### config.mk
export PLATFORM = sky130hd
export DESIGN_NAME = text_cell_writer_core
export DESIGN_NICKNAME = d
export VERILOG_FILES = /design/src/rtl/tcw_pkg.sv /design/src/rtl/tcw_cell_step.sv /design/src/rtl/text_cell_writer_core.sv
export SDC_FILE = /design/constraint.sdc
export NUM_CORES = 1
export LEC_CHECK = 0
export CAP_MARGIN = 20
export CORE_ASPECT_RATIO = 0.9
export CORE_MARGIN = 2
export CORE_UTILIZATION = 29
export CTS_CLUSTER_SIZE = 12
export DETAILED_ROUTE_END_ITERATION = 10
export DONT_BUFFER_PORTS = 1
export SYNTH_ARGS = -nofsm -noshare
export SYNTH_HDL_FRONTEND = slang
export SYNTH_SLANG_ARGS = --single-unit
### constraint.sdc
create_clock -name clock -period 5.95 [get_ports clock]
set_clock_uncertainty 0.2 [all_clocks]
set_input_delay 1.19 -clock clock [delete_from_list [all_inputs] [get_ports clock]]
set_output_delay 1.19 -clock clock [all_outputs]
set_load 0.005 [all_outputs]
### src/rtl/tcw_pkg.sv
// Shared constants, types and the character translation for the text cell writer.
package tcw_pkg;

   localparam int SCREEN_COLS = 40;
   localparam int SCREEN_ROWS = 25;
   localparam int OFFSET_W    = 10;
   localparam int PROD_W      = 16;

   localparam logic [1:0] MODE_ASCII = 2'd0;
   localparam logic [1:0] MODE_RAW_A = 2'd1;
   localparam logic [1:0] MODE_RAW_B = 2'd2;

   localparam logic [1:0] REG_FG_COLOUR    = 2'd0;
   localparam logic [1:0] REG_BG_COLOUR    = 2'd1;
   localparam logic [1:0] REG_CHARSET_MODE = 2'd2;

   localparam logic [7:0] CHAR_END     = 8'h00;
   localparam logic [7:0] CHAR_NEWLINE = 8'h0A;
   localparam logic [7:0] CODE_NONE    = 8'h00;

   localparam logic [2:0] FG_RESET = 3'd7;
   localparam logic [2:0] BG_RESET = 3'd0;

   typedef struct packed {
      logic [7:0] col;
      logic [7:0] row;
      logic [7:0] margin;
   } cursor_type;

   typedef struct packed {
      logic                write_valid;
      logic [OFFSET_W-1:0] cell_offset;
      logic [7:0]          display_code;
      logic [7:0]          colour_byte;
   } cell_type;

   function automatic logic [7:0] translate_ascii(input logic [7:0] ch);
      logic [7:0] code;
      code = CODE_NONE;
      if (ch >= 8'h30 && ch <= 8'h39)      code = 8'(ch - 8'h10);
      else if (ch >= 8'h41 && ch <= 8'h5A) code = 8'(ch - 8'h40);
      else if (ch >= 8'h61 && ch <= 8'h7A) code = 8'(ch + 8'h20);
      else if (ch >= 8'h21 && ch <= 8'h2F) code = 8'(ch + 8'h40);
      else if (ch >= 8'h3A && ch <= 8'h3F) code = 8'(ch + 8'h36);
      return code;
   endfunction

   function automatic logic [7:0] sat_inc(input logic [7:0] v);
      return (v == 8'hFF) ? 8'hFF : 8'(v + 8'd1);
   endfunction

endpackage

### src/rtl/tcw_cell_step.sv
// Per-character step: cursor update and cell write for one transfer.
module tcw_cell_step
   import tcw_pkg::*;
(
   input  logic [7:0] char_code,
   input  logic       start_of_text,
   input  logic [7:0] origin_x,
   input  logic [7:0] origin_y,
   input  logic [2:0] fg_colour,
   input  logic [2:0] bg_colour,
   input  logic [1:0] charset_mode,
   input  cursor_type cursor,
   output cursor_type cursor_next,
   output cell_type   cell_out
);

   cursor_type          base;
   logic                ignore;
   logic                newline;
   logic                on_screen;
   logic [PROD_W-1:0]   offset_full;
   logic [7:0]          code;
   logic [7:0]          colour;

   always_comb begin
      base.col    = start_of_text ? origin_x : cursor.col;
      base.row    = start_of_text ? origin_y : cursor.row;
      base.margin = start_of_text ? origin_x : cursor.margin;

      ignore  = (char_code == CHAR_END) ||
                !((charset_mode == MODE_ASCII) || (charset_mode == MODE_RAW_A) ||
                  (charset_mode == MODE_RAW_B));
      newline = (charset_mode == MODE_ASCII) && (char_code == CHAR_NEWLINE);

      code   = (charset_mode == MODE_ASCII) ? translate_ascii(char_code) : char_code;
      colour = {charset_mode == MODE_RAW_B, fg_colour, 1'b0, bg_colour};

      on_screen   = (32'(base.col) < SCREEN_COLS) && (32'(base.row) < SCREEN_ROWS);
      offset_full = PROD_W'(32'(base.row) * SCREEN_COLS + 32'(base.col));

      cursor_next = base;
      cell_out    = '0;
      if (!ignore) begin
         if (newline) begin
            cursor_next.row = sat_inc(base.row);
            cursor_next.col = base.margin;
         end else begin
            cursor_next.col = sat_inc(base.col);
            if (on_screen) begin
               cell_out.write_valid  = 1'b1;
               cell_out.cell_offset  = offset_full[OFFSET_W-1:0];
               cell_out.display_code = code;
               cell_out.colour_byte  = colour;
            end
         end
      end
   end

endmodule

### src/rtl/text_cell_writer_core.sv
// Text cell writer top level: registers, result buffering and APB register file.
// An accepted input transfer's result is held in the output register, or in the skid register while rsp is stalled.
// Throughput: one character per cycle while req_stall is low; a two-entry result buffer (output register
// plus skid register) lets one more input be accepted while rsp is stalled.
// Reset: synchronous; cursor, margin, buffer valid flags cleared, fg 7, bg 0, ascii mode.
module text_cell_writer_core
   import tcw_pkg::*;
(
   input  logic                clock,
   input  logic                reset,
   input  logic                req_valid,
   output logic                req_stall,
   input  logic [7:0]          req_char_code,
   input  logic                req_start_of_text,
   input  logic [7:0]          req_origin_x,
   input  logic [7:0]          req_origin_y,
   output logic                rsp_valid,
   input  logic                rsp_stall,
   output logic                rsp_write_valid,
   output logic [OFFSET_W-1:0] rsp_cell_offset,
   output logic [7:0]          rsp_display_code,
   output logic [7:0]          rsp_colour_byte,
   input  logic                psel,
   input  logic                penable,
   input  logic                pwrite,
   input  logic [3:0]          paddr,
   input  logic [31:0]         pwdata,
   output logic [31:0]         prdata,
   output logic                pready
);

   logic [2:0] fg_ff;
   logic [2:0] bg_ff;
   logic [1:0] mode_ff;
   logic [1:0] reg_index;
   logic       cfg_write;

   cursor_type cursor_ff;
   cursor_type cursor_in;
   cell_type   cell_in;
   cell_type   out_ff;
   cell_type   skid_ff;
   logic       out_valid_ff;
   logic       skid_valid_ff;
   logic       req_take;
   logic       out_free;

   assign pready    = 1'b1;
   assign reg_index = paddr[3:2];
   assign cfg_write = psel && penable && pwrite && pready;

   always_comb begin
      prdata = '0;
      case (reg_index)
         REG_FG_COLOUR:    prdata = 32'(fg_ff);
         REG_BG_COLOUR:    prdata = 32'(bg_ff);
         REG_CHARSET_MODE: prdata = 32'(mode_ff);
         default:          prdata = '0;
      endcase
   end

   always_ff @(posedge clock) begin
      if (reset) begin
         fg_ff   <= FG_RESET;
         bg_ff   <= BG_RESET;
         mode_ff <= MODE_ASCII;
      end else if (cfg_write) begin
         case (reg_index)
            REG_FG_COLOUR:    fg_ff   <= pwdata[2:0];
            REG_BG_COLOUR:    bg_ff   <= pwdata[2:0];
            REG_CHARSET_MODE: mode_ff <= pwdata[1:0];
            default:          ;
         endcase
      end
   end

   tcw_cell_step u_step (
      .char_code     (req_char_code),
      .start_of_text (req_start_of_text),
      .origin_x      (req_origin_x),
      .origin_y      (req_origin_y),
      .fg_colour     (fg_ff),
      .bg_colour     (bg_ff),
      .charset_mode  (mode_ff),
      .cursor        (cursor_ff),
      .cursor_next   (cursor_in),
      .cell_out      (cell_in)
   );

   assign req_stall = skid_valid_ff;
   assign req_take  = req_valid && !req_stall;
   assign out_free  = !out_valid_ff || !rsp_stall;

   always_ff @(posedge clock) begin
      if (reset) begin
         cursor_ff     <= '0;
         out_valid_ff  <= 1'b0;
         skid_valid_ff <= 1'b0;
      end else begin
         if (req_take) begin
            cursor_ff <= cursor_in;
         end
         if (out_free) begin
            if (skid_valid_ff) begin
               out_valid_ff  <= 1'b1;
               skid_valid_ff <= 1'b0;
            end else begin
               out_valid_ff <= req_take;
            end
         end else if (req_take) begin
            skid_valid_ff <= 1'b1;
         end
      end
   end

   always_ff @(posedge clock) begin
      if (out_free) begin
         out_ff <= skid_valid_ff ? skid_ff : cell_in;
      end else if (req_take) begin
         skid_ff <= cell_in;
      end
   end

   assign rsp_valid        = out_valid_ff;
   assign rsp_write_valid  = out_ff.write_valid;
   assign rsp_cell_offset  = out_ff.cell_offset;
   assign rsp_display_code = out_ff.display_code;
   assign rsp_colour_byte  = out_ff.colour_byte;

   a_skid_needs_out: assert property (@(posedge clock) disable iff (reset)
      skid_valid_ff |-> out_valid_ff)
      else $error("skid entry held while output register empty");

   a_offset_on_screen: assert property (@(posedge clock) disable iff (reset)
      (out_valid_ff && out_ff.write_valid) |->
         (32'(out_ff.cell_offset) < SCREEN_COLS * SCREEN_ROWS))
      else $error("cell offset beyond screen");

   a_no_write_zero: assert property (@(posedge clock) disable iff (reset)
      (out_valid_ff && !out_ff.write_valid) |->
         (out_ff.cell_offset == '0 && out_ff.display_code == '0 &&
          out_ff.colour_byte == '0))
      else $error("nonzero fields on a result without a write");

   a_skid_drains: assert property (@(posedge clock) disable iff (reset)
      (skid_valid_ff && !rsp_stall) |=> !skid_valid_ff)
      else $error("skid entry not drained after output moved");

endmodule
After elaboration in Yosys (flattened, before gate mapping)
Cells that the tools add are included.

cells by class
  muxes and demuxes = 20
  order comparisons = 12
  add/subtract/negate cells = 8
  reductions and logical operators = 26
  multiply operators = 1
  bitwise operators = 1
  equality and inequality tests = 7

operators by type and width
  operator             number
  $mux 27              4
  $mux 8               13
  $ge 8x6->1 const B   3
  $le 8x6->1 const B   3
  $add 8x1->8 const B  2
  $add 8x6->8 const B  2
  $eq 8x8->1 const B   2
  $ge 8x7->1 const B   2
  $le 8x7->1 const B   2
  $mux 16              1
  $add 10x8->10        1
  $logic_and 1x1->1    10
  $pmux 3 s3           1
  $add 8x7->8 const B  1
  $eq 8x4->1 const B   1
  $logic_not 8->1      1
  $lt 8x5->1 const B   1
  $lt 8x6->1 const B   1
  $mul 8x3->7 const B  1
  $reduce_and 2->1     4
  $sub 8x5->8 const B  1
  $sub 8x7->8 const B  1
  $eq 2x1->1 const B   2
  $eq 2x2->1 const B   2
  other kinds (6)      13

storage, ports and cells
  input bits = 68
  output and inout port bits = 62
  logic and storage cells = 91
  register bits = 88

Logic depth before layout (Yosys ltp)
Gate-level depths: netlist of run 1.

  depth in word-level cells = 12
  gate-level depth with buffers = 16
  depth with buffers taken out = 12

By module
From an unflattened synthesis of run 1, not the netlist that was laid out.

second synthesis, totals
  cell total of the unflattened synthesis = 590
  area, all modules = 5684.2 um2

modules (own cells, without submodules)
  module                 area each (um2)  times used  sequential area each (um2)  cells an instance
  text_cell_writer_core  3488.3           1           2302.2                      275
  tcw_cell_step          2195.9           1           0.0                         315

Worst setup path after synthesis of run 1
Ideal clock, no wire load.

  path type = input port to flip-flop
  start = input port req_start_of_text
  end = register out_ff, in the netlist rsp_cell_offset[7] (data pin)
  path slack = 1295 ps
  cell stages on the path = 14
  data required time = 5490 ps
  arrival = 4195 ps
  setup time = 260 ps
  buffers on the path = 3
  cell sequence = buf_2 buf_2 buf_2 mux2i_1 inv_1 ha_1 ha_1 inv_1 fa_1 inv_1 ha_1 xor2_1 and2_1 mux2_2

RTL lines
  item                  line                          RTL
  from (decl)           text_cell_writer_core.sv:14   input logic req_start_of_text,
  to (signal assigned)  text_cell_writer_core.sv:118  out_ff <= skid_valid_ff ? skid_ff : cell_in;
  to (decl)             text_cell_writer_core.sv:41   cell_type out_ff;

==> results of run 1 <==
-- metal layers --
metal	vias to the layer above	wire [um]
met5	-	0
met4	0	174
met3	12	752
met2	105	5730
met1	1849	5990
li1	1987	-
-- through the flow --
stage	utilization (%)	power, uW	setup WS [ns]
floorplan	-	892	1.29
global placement	30.3	913	1.72
detailed placement	30.3	915	1.68
CTS	31.9	1490	2.04
global route	31.9	1540	1.87
finish	31.9	1470	2.06
-- Yosys cell counts (3+ instances only) --
master	instances
nand2_1	59
edfxtp_1	52
nor2_1	40
dfxtp_1	34
buf_4	31
a21oi_1	30
ha_1	29
inv_1	29
mux2i_1	25
clkbuf_1	19
nand3_1	19
o21ai_0	19
mux2_2	17
xnor2_1	13
and2_1	12
a211oi_1	11
nor3_1	10
nor2b_1	9
o31ai_1	9
nand2b_1	7
buf_2	6
a211o_1	5
a21o_1	4
nand3b_1	4
o211ai_1	4
or2_2	4
xor2_1	4
a221oi_1	3
a32o_1	3
a41oi_1	3
nand4_1	3
nor4_1	3
nor4_2	3
o21ai_1	3
or3_1	3
-- worst reg2reg max path: cells and delay by family, from the launching register on --
kind                     cells  cell delay [ns]
XOR/XNOR                     1             0.17
adder cells (fa/ha/maj)      4             1.29
buffers and inverters        3             0.33
flip-flops                   1             0.30
multiplexers                 2             0.61
AND/OR/NAND/NOR              1             0.18
-- registers in the layout, summed over array words and instances (netlist names) --
signal,flops
rsp_write_valid,1
req_stall,1
rsp_valid,1
rsp_display_code,8
fg_ff,3
cursor_ff,24
skid_ff,26
bg_ff,3
rsp_cell_offset,10
rsp_colour_byte,7
mode_ff,2
-- power by group --
part           switching (uW)  internal, uW
sequential               19.7           668
combinational             126          87.4
clock                     271           297
total                     416          1050
-- cell type report --
class                           count  area, sq um  area share (%)
Clock buffer                        9          225            3.81
Clock inverter                      7         78.8            1.33
Inverter                           30          113            1.90
Multi-Input combinational cell    431         2910            49.2
Sequential cell                    86         2240            37.9
Tap cell                          245          307            5.18
Timing Repair Buffer                5         37.5           0.635
-- layout by cell type, fill, tap and decap left out, types with 4 or more instances in the layout --
cell,instances
xnor2_1,13
a211o_1,5
conb_1,31
a21oi_1,30
nor2_1,39
nand2_1,59
o211ai_1,4
and2_1,12
o21ai_0,19
dfxtp_1,34
nand3_1,19
nor4_2,4
a211oi_1,11
nand3b_1,4
mux2i_1,25
xor2_1,4
nor3_1,10
nor2b_1,9
a21o_1,4
nand2b_1,7
ha_1,29
o31ai_1,9
mux2_2,17
edfxtp_1,52
or2_2,4
inv_1,29
buf_4,5
clkbuf_16,9
-- cell families (layout without fill, tap and decap cells) --
family / after synthesis / after routing
multiplexers: 42 / 42
AND/OR/NAND/NOR: 190 / 190
adder cells (fa/ha/maj): 31 / 31
flip-flops: 86 / 86
buffers and inverters: 90 / 51
AO/OA/AOI/OAI: 120 / 120
other: 2 / 31
XOR/XNOR: 17 / 17
-- how the worst max path moves through the flow --
stage,to,cells after the start
after CTS,rsp_cell_offset[7]$_DFFE_PP_,11
final,rsp_cell_offset[7]$_DFFE_PP_,11
after global routing,rsp_cell_offset[7]$_DFFE_PP_,11
after global placement,rsp_cell_offset[7]$_DFFE_PP_,11
after floorplan,rsp_cell_offset[7]$_DFFE_PP_,14
after detailed placement,rsp_cell_offset[7]$_DFFE_PP_,11
==> impl_metrics.py, run 1 <==
metrics = {
    "run_status": {
        "outcome": "completed",
    },
    "final_layout": {
        "fillers": 1916,
        "area_delta_synth_final_pct": 7.28,
        "layout.nets": 662,
        "drive_above_1_share_pct": 10.4,
        "final_cells": 813,
        "stdcell_area_sq_mm": 0.00592,
        "n_antenna_cell": 0,
    },
    "synthesis": {
        "synthMuxAreaShare_pct": 8.01,
        "ys_warn_count": 0,
        "synth-compound-area-share_pct": 15.1,
        "avgSynthCellArea_sq_um": 9.54,
        "yosysTopAreaCell": "edfxtp_1",
        "synth_top_family_by_area": "simple AND/OR/NAND/NOR gates",
        "synth-simple-area-share_pct": 17.4,
        "ys.flop_type": "edfxtp_1",
        "synthAdderAreaFrac_pct": 7.31,
        "synth_cell_types": 71,
        "synthTopCellsByArea": "edfxtp_1 28%, dfxtp_1 12%, ha_1 6.6%",
        "ys_async_sr_fraction_pct": 0,
        "synth_xor_area_share_pct": 2.70,
        "synth_edf_count": 52,
        "synth.cell_area_sq_mm": 0.00551,
        "yosysSeqAreaShare_pct": 40.7,
        "ys_ff_latch": 86,
        "synth_top_area_share_pct": 28.3,
        "syn_inst": 578,
    },
    "clock_tree": {
        "htree_num_levels": 3,
        "insertion_delay_ns": 0.35,
        "cts_tree": "done",
        "clock_sinks": 86,
        "cts_hold_buf": 0,
        "cts-resized-gates": 0,
        "path_clk_slew_ns": 0.07,
        "clock-root-buffer": "clkbuf_16",
        "clockBufferDepth": 2,
        "cts_setup_buffers": 0,
        "numCtsBuffers": 9,
    },
    "pwr": {
        "leakage_uw": 0.00225,
        "p_per_area_mw_per_mm2": 248,
        "ir_worst_vdd_v": 0.000129,
    },
    "floorplan": {
        "start_util_pct": 29.8,
        "die_h_um": 135,
        "die_x_um": 149,
        "pin_count": 130,
        "core_sq_mm": 0.0185,
        "num_rows": 47,
        "dieArea_sq_mm": 0.0201,
    },
    "global_route": {
        "grt_pass1_wl_um": 20100,
        "grt_pass1_vias": 3776,
        "grt_overflow": 0,
        "top_usage_layer": "met2",
        "grt_max_degree": 43,
        "grtUsageMet2_pct": 19.8,
        "use_met1_pct": 17.6,
        "use_met3_pct": 3.31,
        "antenna_found_initial": 0,
        "track_usage_pct": 12.8,
    },
    "timing": {
        "slew_headroom_pct": 47.1,
        "setup_tns_ns": 0,
        "finalSetupViolCount": 0,
        "worst_slew_pin_slew_ns": 0.789,
        "hold_slack_ns": 0.242,
        "finalHoldViolations": 0,
        "rsz0062_at_grt": "no",
        "final-max-slew-violation-count": 0,
        "post-route-min-period_ns": 3.89,
        "finalCritPeriodShare_pct": 65.5,
        "max_freq_ghz": 0.257,
    },
    "worst_hold_path": {
        "hp-start": "cursor_ff[9]$_SDFFE_PP0P_",
        "hold_path_depth": 2,
        "min_path_type": "reg2reg",
        "min_to": "cursor_ff[9]$_SDFFE_PP0P_",
    },
    "critical_path": {
        "rr_endpoint": "rsp_cell_offset[7]$_DFFE_PP_",
        "crit_family": "adder cells",
        "path_buf_inv": 3,
        "required_ns": 5.85,
        "cp-startpoint": "req_start_of_text",
        "max_stage_delay_ns": 0.47,
        "r2r-start": "cursor_ff[9]$_SDFFE_PP0P_",
        "startpoint_type": "input pin",
        "crit_chain": "mux2i_1 -> inv_1 -> ha_1 -> ha_1 -> inv_1 -> fa_1 -> inv_1 -> ha_1 -> xor2_1 -> and2_1 -> mux2_2",
        "crit_fanout": 42,
        "cp_slowest_cell": "fa_1",
        "end_kind": "flip-flop",
        "ff2ff_path_depth": 11,
        "cp.arrival_ns": 3.79,
        "r2r_slack_ns": 2.65,
        "worstSetupPathType": "in2reg",
    },
    "detailed_routing": {
        "via_per_inst": 4.86,
        "route.detailed.drc": 0,
        "drt_iter0_drc": 241,
        "wl_per_cell_um": 15.6,
        "totalWireLength_um": 12600,
        "dr.pass1.iters": 5,
        "num_vias": 3953,
        "ant_nets": 0,
    },
    "place": {
        "dp.cells": 797,
        "place.gp.congestion": 0.857,
        "io_buffers": 0,
        "post_dp_cell_area_sq_mm": 0.00561,
        "hpwl_um": 9200,
    },
    "job": {
        "maxCapViolCount": 0,
    },
}
No activity file was read; power rests on OpenSTA's default activity.
==> run 2: changes to the inputs <==
--- a/config.mk
+++ b/config.mk
@@ -5,6 +5,7 @@
 export SDC_FILE = /design/constraint.sdc
 export NUM_CORES = 1
 export LEC_CHECK = 0
+export ABC_AREA = 1
 export CAP_MARGIN = 20
 export CORE_ASPECT_RATIO = 0.9
 export CORE_MARGIN = 2
==> constraint.sdc (replaced) <==
create_clock -name clock -period 3.69 [get_ports clock]
set_clock_uncertainty 0.2 [all_clocks]
set_input_delay 0.738 -clock clock [delete_from_list [all_inputs] [get_ports clock]]
set_output_delay 0.738 -clock clock [all_outputs]
set_load 0.005 [all_outputs]
==> run 2 against run 1 <==
Largest power group unchanged. Global-route usage increased by 0.20 points. Die area grew 0.86%. Register-to-register slack got worse by 1.8 ns. Sequential share of layout area fell by 0.68 points. Largest cell class unchanged. Hold slack better by 0.011 ns. Wire length rose by 1.4%. Core utilization shrank 0.20 points. Final cell count grew 17%. Critical endpoint is now rsp_cell_offset[9]$_DFFE_PP_. Via count grew 9.7%. Sequential power is 60% higher.
==> impl_metrics.py, run 2 <==
metrics = {
    "synthesis": {
        "synth_edf_count": 52,
        "ys_async_sr_fraction_pct": 0,
        "synth_cell_types": 51,
        "yosysSeqAreaShare_pct": 40.3,
        "ys_warn_count": 0,
        "avgSynthCellArea_sq_um": 7.95,
        "yosysTopAreaCell": "edfxtp_1",
        "synth_top_area_share_pct": 28.1,
        "ys_ff_latch": 86,
        "synth.cell_area_sq_mm": 0.00556,
        "synthTopCellsByArea": "edfxtp_1 28%, dfxtp_1 12%, nand2_1 11%",
        "ys.flop_type": "edfxtp_1",
        "yosysMostFrequentCell": "nand2_1",
        "synth_commonest_cells": "159 x nand2_1, 82 x inv_1, 59 x a21oi_1, 56 x nor2_1, 52 x edfxtp_1",
        "syn_inst": 700,
    },
    "floorplan": {
        "die_x_um": 150,
        "core_sq_mm": 0.0190,
        "pin_count": 130,
        "die_h_um": 135,
        "start_util_pct": 29.3,
        "num_rows": 48,
        "dieArea_sq_mm": 0.0203,
    },
    "run_status": {
        "outcome": "completed",
    },
    "critical_path": {
        "cp.arrival_ns": 3.01,
        "worstSetupPathType": "in2reg",
        "cp_slowest_cell": "fa_1",
        "startpoint_type": "input pin",
        "end_kind": "flip-flop",
        "path_buf_inv": 3,
        "crit_family": "adder cells",
        "required_ns": 3.58,
        "crit_fanout": 25,
        "crit_chain": "inv_8 -> or2_4 -> o21a_4 -> ha_4 -> ha_4 -> inv_1 -> fa_1 -> inv_1 -> ha_1 -> o21ai_1 -> a21oi_1 -> nand3_1 -> nand3_1 -> a21oi_1",
        "max_stage_delay_ns": 0.47,
    },
    "job": {
        "maxCapViolCount": 0,
    },
    "clock_tree": {
        "insertion_delay_ns": 0.35,
        "cts_tree": "done",
        "cts_hold_buf": 0,
        "path_clk_slew_ns": 0.07,
        "clockBufferDepth": 2,
        "numCtsBuffers": 9,
        "clock-root-buffer": "clkbuf_16",
        "cts_setup_buffers": 0,
        "htree_num_levels": 3,
        "clock_sinks": 86,
        "cts-resized-gates": 0,
    },
    "timing": {
        "max_freq_ghz": 0.321,
        "rsz0062_at_grt": "no",
        "setup_tns_ns": 0,
        "slew_headroom_pct": 46.2,
        "final-max-slew-violation-count": 0,
        "finalHoldViolations": 0,
        "finalCritPeriodShare_pct": 84.4,
        "hold_slack_ns": 0.253,
        "worst_slew_pin_slew_ns": 0.806,
        "finalSetupViolCount": 0,
        "post-route-min-period_ns": 3.12,
    },
    "detailed_routing": {
        "via_per_inst": 4.55,
        "route.detailed.drc": 0,
        "ant_nets": 0,
        "dr.pass1.iters": 4,
        "wl_per_cell_um": 13.5,
        "drt_iter0_drc": 304,
        "totalWireLength_um": 12800,
        "num_vias": 4337,
    },
    "pwr": {
        "sequentialPowerShare_pct": 46.3,
        "p_per_area_mw_per_mm2": 396,
        "internal-power_uw": 1680,
        "leakage_uw": 0.00270,
        "power_frac_comb_pct": 15.4,
        "clkPwrFrac_pct": 38.3,
        "netSwitchingPower_uw": 704,
        "ir_worst_vdd_v": 0.000220,
        "switching_share_pct": 29.5,
    },
    "final_layout": {
        "mostFrequentLayoutCell": "nand2_1",
        "top_register": "skid_ff",
        "drive_above_1_share_pct": 9.40,
        "area_delta_synth_final_pct": 8.28,
        "largest_reg_flops": 26,
        "layout.nets": 796,
        "final_cell_mix": "159 x nand2_1, 82 x inv_1, 59 x a21oi_1",
        "fillers": 2048,
        "fin_util_pct": 31.7,
    },
    "global_route": {
        "grt_max_degree": 35,
        "grtUsageMet2_pct": 20.4,
        "grt_overflow": 0,
        "top_usage_layer": "met2",
        "track_usage_pct": 13.0,
        "use_met1_pct": 18.0,
        "antenna_found_initial": 0,
        "grt_pass1_vias": 4119,
        "use_met3_pct": 3.00,
        "grt_pass1_wl_um": 21000,
    },
    "worst_hold_path": {
        "min_path_type": "in2reg",
    },
    "place": {
        "place.gp.congestion": 0.873,
        "io_buffers": 0,
        "hpwl_um": 9420,
    },
}
-- run 2: logic make-up after synthesis --
logic type / Yosys count / share of synthesized area [%]
DFF: 86 / 40.3
adders and majority gates: 31 / 7.24
xor gates and xnor gates: 9 / 1.42
AOI/OAI and AO/OA: 144 / 15.1
buffers and inverters: 139 / 12.7
and+or+nand+nor: 289 / 23.1
other: 2 / 0.135
-- run 2: cell type report --
type,instances,area [sq um],area share (%)
multi-input cells,504,2760,45.8
clock inverters,7,76.3,1.27
diodes,1,2.50,0.0415
repair buffers,10,75.1,1.25
inverters,86,330,5.48
well taps,250,313,5.19
flip-flops and latches,86,2240,37.2
clock buffers,9,225,3.74
-- run 2: per-layer routing --
layer / part of all wire (%) / vias to the layer above
met5: 0 / -
met4: 0.79 / 0
met3: 5.3 / 6
met2: 46 / 107
met1: 48 / 1973
li1: - / 2251
-- run 2: worst reg2reg max path: cells and delay by family (launching register included) --
family | cells | cell delay [ns]
adder cells (fa/ha/maj) | 4 | 1.23
AO/OA/AOI/OAI | 3 | 0.36
buffers and inverters | 2 | 0.08
AND/OR/NAND/NOR | 4 | 0.46
flip-flops | 1 | 0.31
-- run 2: power by group through the flow --
| stage | clock [uW] | sequential [uW] | combinational (uW) |
|---|---|---|---|
| floorplan | 0 | 1110 | 332 |
| global placement | 0 | 1120 | 361 |
| detailed placement | 0 | 1130 | 365 |
| CTS | 937 | 1100 | 369 |
| global route | 967 | 1110 | 429 |
| finish | 913 | 1100 | 368 |
-- run 2: worst paths after layout --
check,to,slack [ns],cells after the start,startpoint
max reg2reg,rsp_cell_offset[9]$_DFFE_PP_,0.80,13,cursor_ff[11]$_SDFFE_PP0P_
min reg2reg,cursor_ff[8]$_SDFFE_PP0P_,0.26,2,cursor_ff[8]$_SDFFE_PP0P_
min,cursor_ff[9]$_SDFFE_PP0P_,0.25,1,reset
max,rsp_cell_offset[9]$_DFFE_PP_,0.57,14,req_start_of_text
-- run 2: metrics by stage --
stage	area, sq um	total power (uW)	worst slack [ns]	cells
after CTS	6020	2410	0.568	952
after global placement	5720	1490	0.255	936
after detailed placement	5720	1490	0.209	936
after global routing	6020	2510	0.379	952
final	6020	2380	0.574	953
after floorplan	5720	1450	0.0319	729
